**config.mk**
```make
export PLATFORM = sky130hd
export DESIGN_NAME = sha256_hash_engine_unit
export DESIGN_NICKNAME = d
export VERILOG_FILES = /design/src/hdl/sha_pkg.sv /design/src/hdl/sha256_hash_engine_unit.sv /design/src/hdl/sha_round.sv
export SDC_FILE = /design/constraint.sdc
export NUM_CORES = 2
export LEC_CHECK = 0
export BUFFER_PORTS_ARGS = -buffer_cell sky130_fd_sc_hd__buf_2
export CAP_MARGIN = 20
export CORE_MARGIN = 10
export CORE_UTILIZATION = 60
export CTS_CLUSTER_DIAMETER = 50
export DETAILED_ROUTE_END_ITERATION = 8
export PLACE_DENSITY = 0.76
export SETUP_SLACK_MARGIN = 0.1
export SYNTH_ARGS = -nofsm -noshare
export SYNTH_HDL_FRONTEND = slang
export SYNTH_SLANG_ARGS = --single-unit
```
**constraint.sdc**
```tcl
create_clock -name clk -period 18.6 [get_ports clk]
set_clock_uncertainty 0.05 [all_clocks]
set_input_delay 0.93 -clock clk [delete_from_list [all_inputs] [get_ports clk]]
set_output_delay 0.93 -clock clk [all_outputs]
set_load 0.01 [all_outputs]
```
**src/hdl/sha_pkg.sv**
```systemverilog
package sha_pkg;

    localparam int BLOCK_BITS = 512;
    localparam int WORD_BITS  = 32;
    localparam logic [7:0] PAD_MARK  = 8'h80;
    localparam logic [6:0] LENGTH_AT = 7'd56;
    localparam logic [6:0] LAST_POS  = 7'd63;

    typedef struct packed {
        logic [31:0] a;
        logic [31:0] b;
        logic [31:0] c;
        logic [31:0] d;
        logic [31:0] e;
        logic [31:0] f;
        logic [31:0] g;
        logic [31:0] h;
    } round_vars_t;

    typedef struct packed {
        logic        use_block;
        logic [31:0] k;
    } round_ctl_t;

    localparam round_vars_t H_INIT = '{
        a: 32'h6a09e667, b: 32'hbb67ae85, c: 32'h3c6ef372, d: 32'ha54ff53a,
        e: 32'h510e527f, f: 32'h9b05688c, g: 32'h1f83d9ab, h: 32'h5be0cd19
    };

    function automatic logic [31:0] ror32(input logic [31:0] x, input logic [4:0] n);
        logic [63:0] d;
        d = {x, x} >> n;
        return d[31:0];
    endfunction

    function automatic logic [31:0] round_k(input logic [5:0] t);
        logic [31:0] k;
        case (t)
            6'd0:  k = 32'h428a2f98;  6'd1:  k = 32'h71374491;
            6'd2:  k = 32'hb5c0fbcf;  6'd3:  k = 32'he9b5dba5;
            6'd4:  k = 32'h3956c25b;  6'd5:  k = 32'h59f111f1;
            6'd6:  k = 32'h923f82a4;  6'd7:  k = 32'hab1c5ed5;
            6'd8:  k = 32'hd807aa98;  6'd9:  k = 32'h12835b01;
            6'd10: k = 32'h243185be;  6'd11: k = 32'h550c7dc3;
            6'd12: k = 32'h72be5d74;  6'd13: k = 32'h80deb1fe;
            6'd14: k = 32'h9bdc06a7;  6'd15: k = 32'hc19bf174;
            6'd16: k = 32'he49b69c1;  6'd17: k = 32'hefbe4786;
            6'd18: k = 32'h0fc19dc6;  6'd19: k = 32'h240ca1cc;
            6'd20: k = 32'h2de92c6f;  6'd21: k = 32'h4a7484aa;
            6'd22: k = 32'h5cb0a9dc;  6'd23: k = 32'h76f988da;
            6'd24: k = 32'h983e5152;  6'd25: k = 32'ha831c66d;
            6'd26: k = 32'hb00327c8;  6'd27: k = 32'hbf597fc7;
            6'd28: k = 32'hc6e00bf3;  6'd29: k = 32'hd5a79147;
            6'd30: k = 32'h06ca6351;  6'd31: k = 32'h14292967;
            6'd32: k = 32'h27b70a85;  6'd33: k = 32'h2e1b2138;
            6'd34: k = 32'h4d2c6dfc;  6'd35: k = 32'h53380d13;
            6'd36: k = 32'h650a7354;  6'd37: k = 32'h766a0abb;
            6'd38: k = 32'h81c2c92e;  6'd39: k = 32'h92722c85;
            6'd40: k = 32'ha2bfe8a1;  6'd41: k = 32'ha81a664b;
            6'd42: k = 32'hc24b8b70;  6'd43: k = 32'hc76c51a3;
            6'd44: k = 32'hd192e819;  6'd45: k = 32'hd6990624;
            6'd46: k = 32'hf40e3585;  6'd47: k = 32'h106aa070;
            6'd48: k = 32'h19a4c116;  6'd49: k = 32'h1e376c08;
            6'd50: k = 32'h2748774c;  6'd51: k = 32'h34b0bcb5;
            6'd52: k = 32'h391c0cb3;  6'd53: k = 32'h4ed8aa4a;
            6'd54: k = 32'h5b9cca4f;  6'd55: k = 32'h682e6ff3;
            6'd56: k = 32'h748f82ee;  6'd57: k = 32'h78a5636f;
            6'd58: k = 32'h84c87814;  6'd59: k = 32'h8cc70208;
            6'd60: k = 32'h90befffa;  6'd61: k = 32'ha4506ceb;
            6'd62: k = 32'hbef9a3f7;  6'd63: k = 32'hc67178f2;
            default: k = 32'h00000000;
        endcase
        return k;
    endfunction

endpackage

```
**src/hdl/sha256_hash_engine_unit.sv**
```systemverilog
// Channel   Handshake              Payload                              Width
// -------   --------------------   ----------------------------------   ---------
// input     in_valid / in_ready    data_byte, has_byte, end_of_message  8 / 1 / 1
// output    out_valid / out_ready  digest_word, word_index, last_word   32 / 3 / 1
//
// A byte that completes a 64-byte block starts compression: the single round unit
// runs one round a cycle, then S_UPDATE adds the result into the hash words.
// End of message: padding bytes are written up to the block end (64 - fill of
// them), then the block is compressed, twice when more than 55 bytes are pending,
// then eight output transactions.
// Reset loads the initial hash words and clears counts; block data needs none.
// in_ready is low while a full block is compressed, and from end of message until
// the last digest word is taken; the output side holds each word until out_ready.
module sha256_hash_engine_unit (
    input  logic        clk,
    input  logic        rst_n,
    input  logic        in_valid,
    output logic        in_ready,
    input  logic [7:0]  data_byte,
    input  logic        has_byte,
    input  logic        end_of_message,
    output logic        out_valid,
    input  logic        out_ready,
    output logic [31:0] digest_word,
    output logic [2:0]  word_index,
    output logic        last_word
);

    typedef enum logic [4:0] {
        S_IDLE   = 5'b00001,
        S_PAD    = 5'b00010,
        S_ROUND  = 5'b00100,
        S_UPDATE = 5'b01000,
        S_OUT    = 5'b10000
    } state_t;

    state_t                       state_reg, state_next;
    logic [6:0]                   fill_reg, fill_next;
    logic [63:0]                  bits_reg, bits_next;
    logic [5:0]                   round_reg, round_next;
    logic [2:0]                   idx_reg, idx_next;
    logic                         eom_reg, eom_next;       // padding owed for this message
    logic                         mark_reg, mark_next;     // 0x80 not yet written
    logic                         len_ok_reg, len_ok_next; // length goes in this block
    logic                         last_blk_reg, last_blk_next;
    sha_pkg::round_vars_t         hash_reg, hash_next;
    sha_pkg::round_vars_t         vars_reg, vars_next;
    logic [sha_pkg::BLOCK_BITS-1:0] win_reg, win_next;

    sha_pkg::round_ctl_t          ctl;
    sha_pkg::round_vars_t         vars_round;
    logic [31:0]                  sched_word;
    logic [7:0]                   pad_byte;
    logic                         in_fire;
    logic                         out_fire;

    assign in_ready  = (state_reg == S_IDLE);
    assign out_valid = (state_reg == S_OUT);
    assign in_fire   = in_valid && in_ready;
    assign out_fire  = out_valid && out_ready;

    assign ctl.use_block = (round_reg[5:4] == 2'b00);
    assign ctl.k         = sha_pkg::round_k(round_reg);

    sha_round u_round (
        .vars_in    (vars_reg),
        .window     (win_reg),
        .ctl        (ctl),
        .vars_out   (vars_round),
        .sched_word (sched_word)
    );

    // Padding byte for the current slot: mark first, length in the final block.
    always_comb
    begin
        if (mark_reg)
        begin
            pad_byte = sha_pkg::PAD_MARK;
        end
        else if (len_ok_reg && (fill_reg >= sha_pkg::LENGTH_AT))
        begin
            pad_byte = bits_reg[63:56];
        end
        else
        begin
            pad_byte = 8'h00;
        end
    end

    always_comb
    begin
        case (idx_reg)
            3'd0:    digest_word = hash_reg.a;
            3'd1:    digest_word = hash_reg.b;
            3'd2:    digest_word = hash_reg.c;
            3'd3:    digest_word = hash_reg.d;
            3'd4:    digest_word = hash_reg.e;
            3'd5:    digest_word = hash_reg.f;
            3'd6:    digest_word = hash_reg.g;
            3'd7:    digest_word = hash_reg.h;
            default: digest_word = hash_reg.a;
        endcase
    end

    assign word_index = idx_reg;
    assign last_word  = (idx_reg == 3'd7);

    always_comb
    begin
        state_next    = state_reg;
        fill_next     = fill_reg;
        bits_next     = bits_reg;
        round_next    = round_reg;
        idx_next      = idx_reg;
        eom_next      = eom_reg;
        mark_next     = mark_reg;
        len_ok_next   = len_ok_reg;
        last_blk_next = last_blk_reg;
        hash_next     = hash_reg;
        vars_next     = vars_reg;
        win_next      = win_reg;

        case (state_reg)
            S_IDLE:
            begin
                if (in_fire)
                begin
                    eom_next  = end_of_message;
                    mark_next = end_of_message;
                    if (has_byte)
                    begin
                        // shift the byte into the block, oldest byte at the top
                        win_next  = {win_reg[sha_pkg::BLOCK_BITS-9:0], data_byte};
                        bits_next = bits_reg + 64'd8;
                        fill_next = fill_reg + 7'd1;
                    end
                    if (has_byte && (fill_reg == sha_pkg::LAST_POS))
                    begin
                        fill_next     = 7'd0;
                        last_blk_next = 1'b0;
                        round_next    = 6'd0;
                        vars_next     = hash_reg;
                        state_next    = S_ROUND;
                    end
                    else if (end_of_message)
                    begin
                        state_next = S_PAD;
                    end
                end
            end

            S_PAD:
            begin
                win_next  = {win_reg[sha_pkg::BLOCK_BITS-9:0], pad_byte};
                fill_next = fill_reg + 7'd1;
                if (mark_reg)
                begin
                    mark_next   = 1'b0;
                    len_ok_next = (fill_reg < sha_pkg::LENGTH_AT);
                end
                else if (len_ok_reg && (fill_reg >= sha_pkg::LENGTH_AT))
                begin
                    // drop the length byte just sent; the count ends at zero
                    bits_next = {bits_reg[55:0], 8'h00};
                end
                if (fill_reg == sha_pkg::LAST_POS)
                begin
                    fill_next     = 7'd0;
                    last_blk_next = !mark_reg && len_ok_reg;
                    round_next    = 6'd0;
                    vars_next     = hash_reg;
                    state_next    = S_ROUND;
                end
            end

            S_ROUND:
            begin
                vars_next  = vars_round;
                win_next   = {win_reg[sha_pkg::BLOCK_BITS-33:0], sched_word};
                round_next = round_reg + 6'd1;
                if (round_reg == 6'd63)
                begin
                    state_next = S_UPDATE;
                end
            end

            S_UPDATE:
            begin
                hash_next.a = hash_reg.a + vars_reg.a;
                hash_next.b = hash_reg.b + vars_reg.b;
                hash_next.c = hash_reg.c + vars_reg.c;
                hash_next.d = hash_reg.d + vars_reg.d;
                hash_next.e = hash_reg.e + vars_reg.e;
                hash_next.f = hash_reg.f + vars_reg.f;
                hash_next.g = hash_reg.g + vars_reg.g;
                hash_next.h = hash_reg.h + vars_reg.h;
                if (!eom_reg)
                begin
                    state_next = S_IDLE;
                end
                else if (last_blk_reg)
                begin
                    idx_next   = 3'd0;
                    state_next = S_OUT;
                end
                else
                begin
                    // spill block done: the length now fits in the next one
                    len_ok_next = 1'b1;
                    state_next  = S_PAD;
                end
            end

            S_OUT:
            begin
                if (out_fire)
                begin
                    idx_next = idx_reg + 3'd1;
                    if (idx_reg == 3'd7)
                    begin
                        hash_next  = sha_pkg::H_INIT;
                        bits_next  = 64'd0;
                        fill_next  = 7'd0;
                        eom_next   = 1'b0;
                        state_next = S_IDLE;
                    end
                end
            end

            default:
            begin
                state_next = S_IDLE;
            end
        endcase
    end

    always_ff @(posedge clk or negedge rst_n)
    begin
        if (!rst_n)
        begin
            state_reg    <= S_IDLE;
            fill_reg     <= 7'd0;
            bits_reg     <= 64'd0;
            round_reg    <= 6'd0;
            idx_reg      <= 3'd0;
            eom_reg      <= 1'b0;
            mark_reg     <= 1'b0;
            len_ok_reg   <= 1'b0;
            last_blk_reg <= 1'b0;
            hash_reg     <= sha_pkg::H_INIT;
        end
        else
        begin
            state_reg    <= state_next;
            fill_reg     <= fill_next;
            bits_reg     <= bits_next;
            round_reg    <= round_next;
            idx_reg      <= idx_next;
            eom_reg      <= eom_next;
            mark_reg     <= mark_next;
            len_ok_reg   <= len_ok_next;
            last_blk_reg <= last_blk_next;
            hash_reg     <= hash_next;
        end
    end

    // Block window and working variables: written before they are read.
    always_ff @(posedge clk)
    begin
        win_reg  <= win_next;
        vars_reg <= vars_next;
    end

endmodule

```
**src/hdl/sha_round.sv**
```systemverilog
// One compression round plus the matching message schedule word.
module sha_round (
    input  sha_pkg::round_vars_t            vars_in,
    input  logic [sha_pkg::BLOCK_BITS-1:0]  window,
    input  sha_pkg::round_ctl_t             ctl,
    output sha_pkg::round_vars_t            vars_out,
    output logic [sha_pkg::WORD_BITS-1:0]   sched_word
);

    logic [31:0] w_old;   // W[t-16], oldest word in the window
    logic [31:0] w_15;
    logic [31:0] w_7;
    logic [31:0] w_2;
    logic [31:0] sig0;
    logic [31:0] sig1;
    logic [31:0] big0;
    logic [31:0] big1;
    logic [31:0] ch;
    logic [31:0] maj;
    logic [31:0] t1;
    logic [31:0] t2;

    assign w_old = window[511:480];
    assign w_15  = window[479:448];
    assign w_7   = window[223:192];
    assign w_2   = window[63:32];

    assign sig0 = sha_pkg::ror32(w_15, 5'd7) ^ sha_pkg::ror32(w_15, 5'd18) ^ (w_15 >> 3);
    assign sig1 = sha_pkg::ror32(w_2, 5'd17) ^ sha_pkg::ror32(w_2, 5'd19) ^ (w_2 >> 10);

    // First sixteen rounds take the block words as they stand.
    assign sched_word = ctl.use_block ? w_old : (sig1 + w_7 + sig0 + w_old);

    assign big1 = sha_pkg::ror32(vars_in.e, 5'd6) ^ sha_pkg::ror32(vars_in.e, 5'd11)
                ^ sha_pkg::ror32(vars_in.e, 5'd25);
    assign big0 = sha_pkg::ror32(vars_in.a, 5'd2) ^ sha_pkg::ror32(vars_in.a, 5'd13)
                ^ sha_pkg::ror32(vars_in.a, 5'd22);
    assign ch   = (vars_in.e & vars_in.f) ^ (~vars_in.e & vars_in.g);
    assign maj  = (vars_in.a & vars_in.b) ^ (vars_in.a & vars_in.c) ^ (vars_in.b & vars_in.c);
    assign t1   = vars_in.h + big1 + ch + ctl.k + sched_word;
    assign t2   = big0 + maj;

    always_comb
    begin
        vars_out.a = t1 + t2;
        vars_out.b = vars_in.a;
        vars_out.c = vars_in.b;
        vars_out.d = vars_in.c;
        vars_out.e = vars_in.d + t1;
        vars_out.f = vars_in.e;
        vars_out.g = vars_in.f;
        vars_out.h = vars_in.g;
    end

endmodule
```
==> results.cfg <==
[final_layout]
syn2layout_area_growth_pct = 8.35
stdcell_count = 10105
fin_nets = 8942
fin_area_um2 = 82500
drive_gt1_share_pct = 8.04
fill_cells = 10395
largest_reg_flops = 512

[timing]
setup_ws_ps = 7270
fmax_ghz = 0.0883
rsz0062_at_grt = no
maxSlewViolCount = 0
setup_viol = 0
fin_crit_ps = 11330
maxSlewHeadroom_pct = 19.6
fin_crit_sh_pct = 60.9
hold_viol_final = 0
worst_pin_slew_ps = 1210
tns_ps = 0

[die]
initial_core_util_pct = 60.5
die_h_um = 376
rows = 130
boundaryPins = 52
die_w_um = 376
core_um2 = 126000
die_area_um2 = 142000

[drt]
wire_per_inst_um = 24.3
drt_iter0_markers = 8675
drc_errors = 4
vias_per_cell = 6.32
routed_wl_um = 246000
ant_nets = 0
drt_pass1_iterations = 9
vias = 63905

[placement]
hpwl_um = 177000
port_buffers = 51
dpl_worst_slack_ps = 7480
gp_congestion = 1.04
dpl.cell_count = 9831
post_dp_cell_area_um2 = 77500

[worst_setup_path]
critical-path-max-stage-delay_ps = 690
cp.arrival_ps = 11780
rr_worst_depth = 35
rrSetupSlack_ps = 7270
crit_family = compound AO/OA/AOI/OAI gates
r2r_end = vars_reg[255]
critical_path_class = reg -> reg
timing.rr.start = round_reg[1]
crit_buf_inv = 3
endpoint_kind = flip-flop
cp_max_fo = 16
start_kind = flip-flop
critPathSlowestCell = ha_1
cpMostUsedCell = fa_1
cp.required_ps = 19060

[synth]
synth-simple-area-share_pct = 18.4
synth-main-ff-cell = edfxtp_1
syn-num-nets = 9140
yosysUniqueCellTypes = 101
synth_top_family_by_area = simple AND/OR/NAND/NOR gates
synthMuxAreaShare_pct = 1.86
async_flop_share_pct = 30.8
synth_cells = 8529
synth_compound_area_share_pct = 15.4
synthAdderAreaFrac_pct = 12.1
ys_ff_latch = 1110
synthesis.area_um2 = 76200
yosys_warnings = 0
synth_edf_count = 768
avgSynthCellArea_um2 = 8.93
synth_xor_area_share_pct = 6.49
yosysSeqAreaShare_pct = 41.7

[min_path]
min_path_type = in -> async

[status]
failed_checks = DRC
status = finished, violations left

[clocking]
insertion_delay_ps = 790
post_cts_resized = 0
clockRootBuffer = clkbuf_16
clock_path_buffers = 3
cts_hold_buf = 0
post_cts_buffers = 0
cts.clk_slew.worst_paths_ps = 50
cts_tree = built
cts.sinks = 1110
cts.htree.levels = 4
cts-buffers-inserted = 148

[global_route]
grt_pass1_wl_um = 370000
grt_start_max_net_pins = 250
antenna_found_initial = 3
grt_pass1_vias = 60316
grt.total_usage_pct = 33.8
overflow = 0

[flow_run]
cap_violations = 0
## synthesized netlist by cell type, drive strengths merged, types with 28 or more instances
| cell type | count | area share (%) |
|---|---|---|
| nor2 | 436 | 2.2 |
| xnor2 | 366 | 4.2 |
| o21bai | 33 | 0.33 |
| dfstp | 137 | 4.7 |
| nor3 | 83 | 0.55 |
| a31oi | 64 | 0.55 |
| nand4 | 32 | 0.28 |
| fa | 195 | 5.1 |
| nor2b | 40 | 0.33 |
| o211ai | 33 | 0.33 |
| edfxtp | 768 | 30 |
| o31ai | 35 | 0.35 |
| xor2 | 198 | 2.3 |
| clkbuf | 454 | 2.2 |
| a22oi | 30 | 0.30 |
| ha | 402 | 6.6 |
| o21ai | 632 | 4.2 |
| a21oi | 507 | 3.3 |
| a41oi | 35 | 0.40 |
| a222oi | 32 | 0.42 |
| nand3 | 113 | 0.74 |
| a211oi | 38 | 0.38 |
| inv | 343 | 1.7 |
| mux2 | 88 | 1.3 |
| and3 | 49 | 0.40 |
| a21o | 180 | 1.8 |
| buf | 34 | 0.17 |
| o21a | 66 | 0.65 |
| nand2b | 85 | 0.70 |
| dfrtp | 205 | 6.7 |
| nand2 | 2412 | 12 |
| maj3 | 28 | 0.37 |
## cell usage in the layout, fill, tap and decap left out, types with 32 or more instances in the layout
cell type / Yosys / routed
buf_2: 1 / 50
nand2b_1: 85 / 84
a21oi_1: 506 / 506
o31ai_1: 34 / 34
a31oi_1: 63 / 62
o211ai_1: 33 / 33
o21bai_1: 32 / 32
a41oi_1: 35 / 35
dfrtp_1: 205 / 201
nor3_1: 83 / 83
inv_1: 343 / 342
nand3_1: 113 / 112
nor2b_1: 40 / 40
xnor2_1: 366 / 366
fa_1: 195 / 195
o21a_1: 66 / 66
clkbuf_16: 0 / 150
a222oi_1: 32 / 32
nor2_1: 433 / 432
a211oi_1: 37 / 37
mux2_2: 88 / 88
dfstp_2: 137 / 137
o21ai_0: 613 / 613
ha_1: 402 / 402
edfxtp_1: 768 / 768
xor2_1: 197 / 197
and3_1: 49 / 47
a21o_1: 180 / 180
nand2_1: 2411 / 2408
buf_4: 1 / 84
## layout make-up
class	instances	area (um^2)	share of cell area (%)
multi-input combinational	6587	41400	50.1
sequential	1110	31800	38.5
clock inverter	84	1000	1.22
timing repair buffer	140	996	1.21
antenna	1	2.50	0.00303
inverter	344	1300	1.57
tap	1650	2060	2.50
clock buffer	189	4010	4.86
## layer usage
metal  global-route usage [%]  wire [um]  part of all wire (%)
met1                     49.6     107000                    43
met2                     49.3     105000                    43
met3                     7.13      25300                    10
met4                     11.9       9030                   3.7
met5                        0         38                 0.015
## kinds of logic after synthesis
logic type / after synthesis
AND/OR/NAND/NOR: 3387
AO/OA/AOI/OAI: 1893
flip-flops: 1110
buffers and inverters: 832
adder cells (fa/ha/maj): 625
XOR/XNOR: 564
multiplexers: 118
## worst max-delay path by stage
stage                  from       endpoint  slack [ps]  cells past startpoint
2_1_floorplan  state_reg[0]     win_reg[0]        5240                      6
3_3_place_gp    win_reg[50]  vars_reg[255]        7510                     43
3_5_place_dp   round_reg[1]  vars_reg[255]        7480                     35
4_1_cts         win_reg[50]  vars_reg[255]        7410                     43
5_1_grt         win_reg[50]  vars_reg[255]        6800                     43
6_report       round_reg[1]  vars_reg[255]        7270                     35
## metrics by stage
stage / hold WS, ps / util (%)
after floorplan: 418 / -
after global placement: 442 / 61.6
after detailed placement: 442 / 61.6
after CTS: 36.3 / 65.6
after global routing: 70.0 / 65.6
final: 23.8 / 65.6
Power is left out: the tool's default activity adds up to more than one toggle a clock period on the data nets, which glitch-free logic cannot reach.
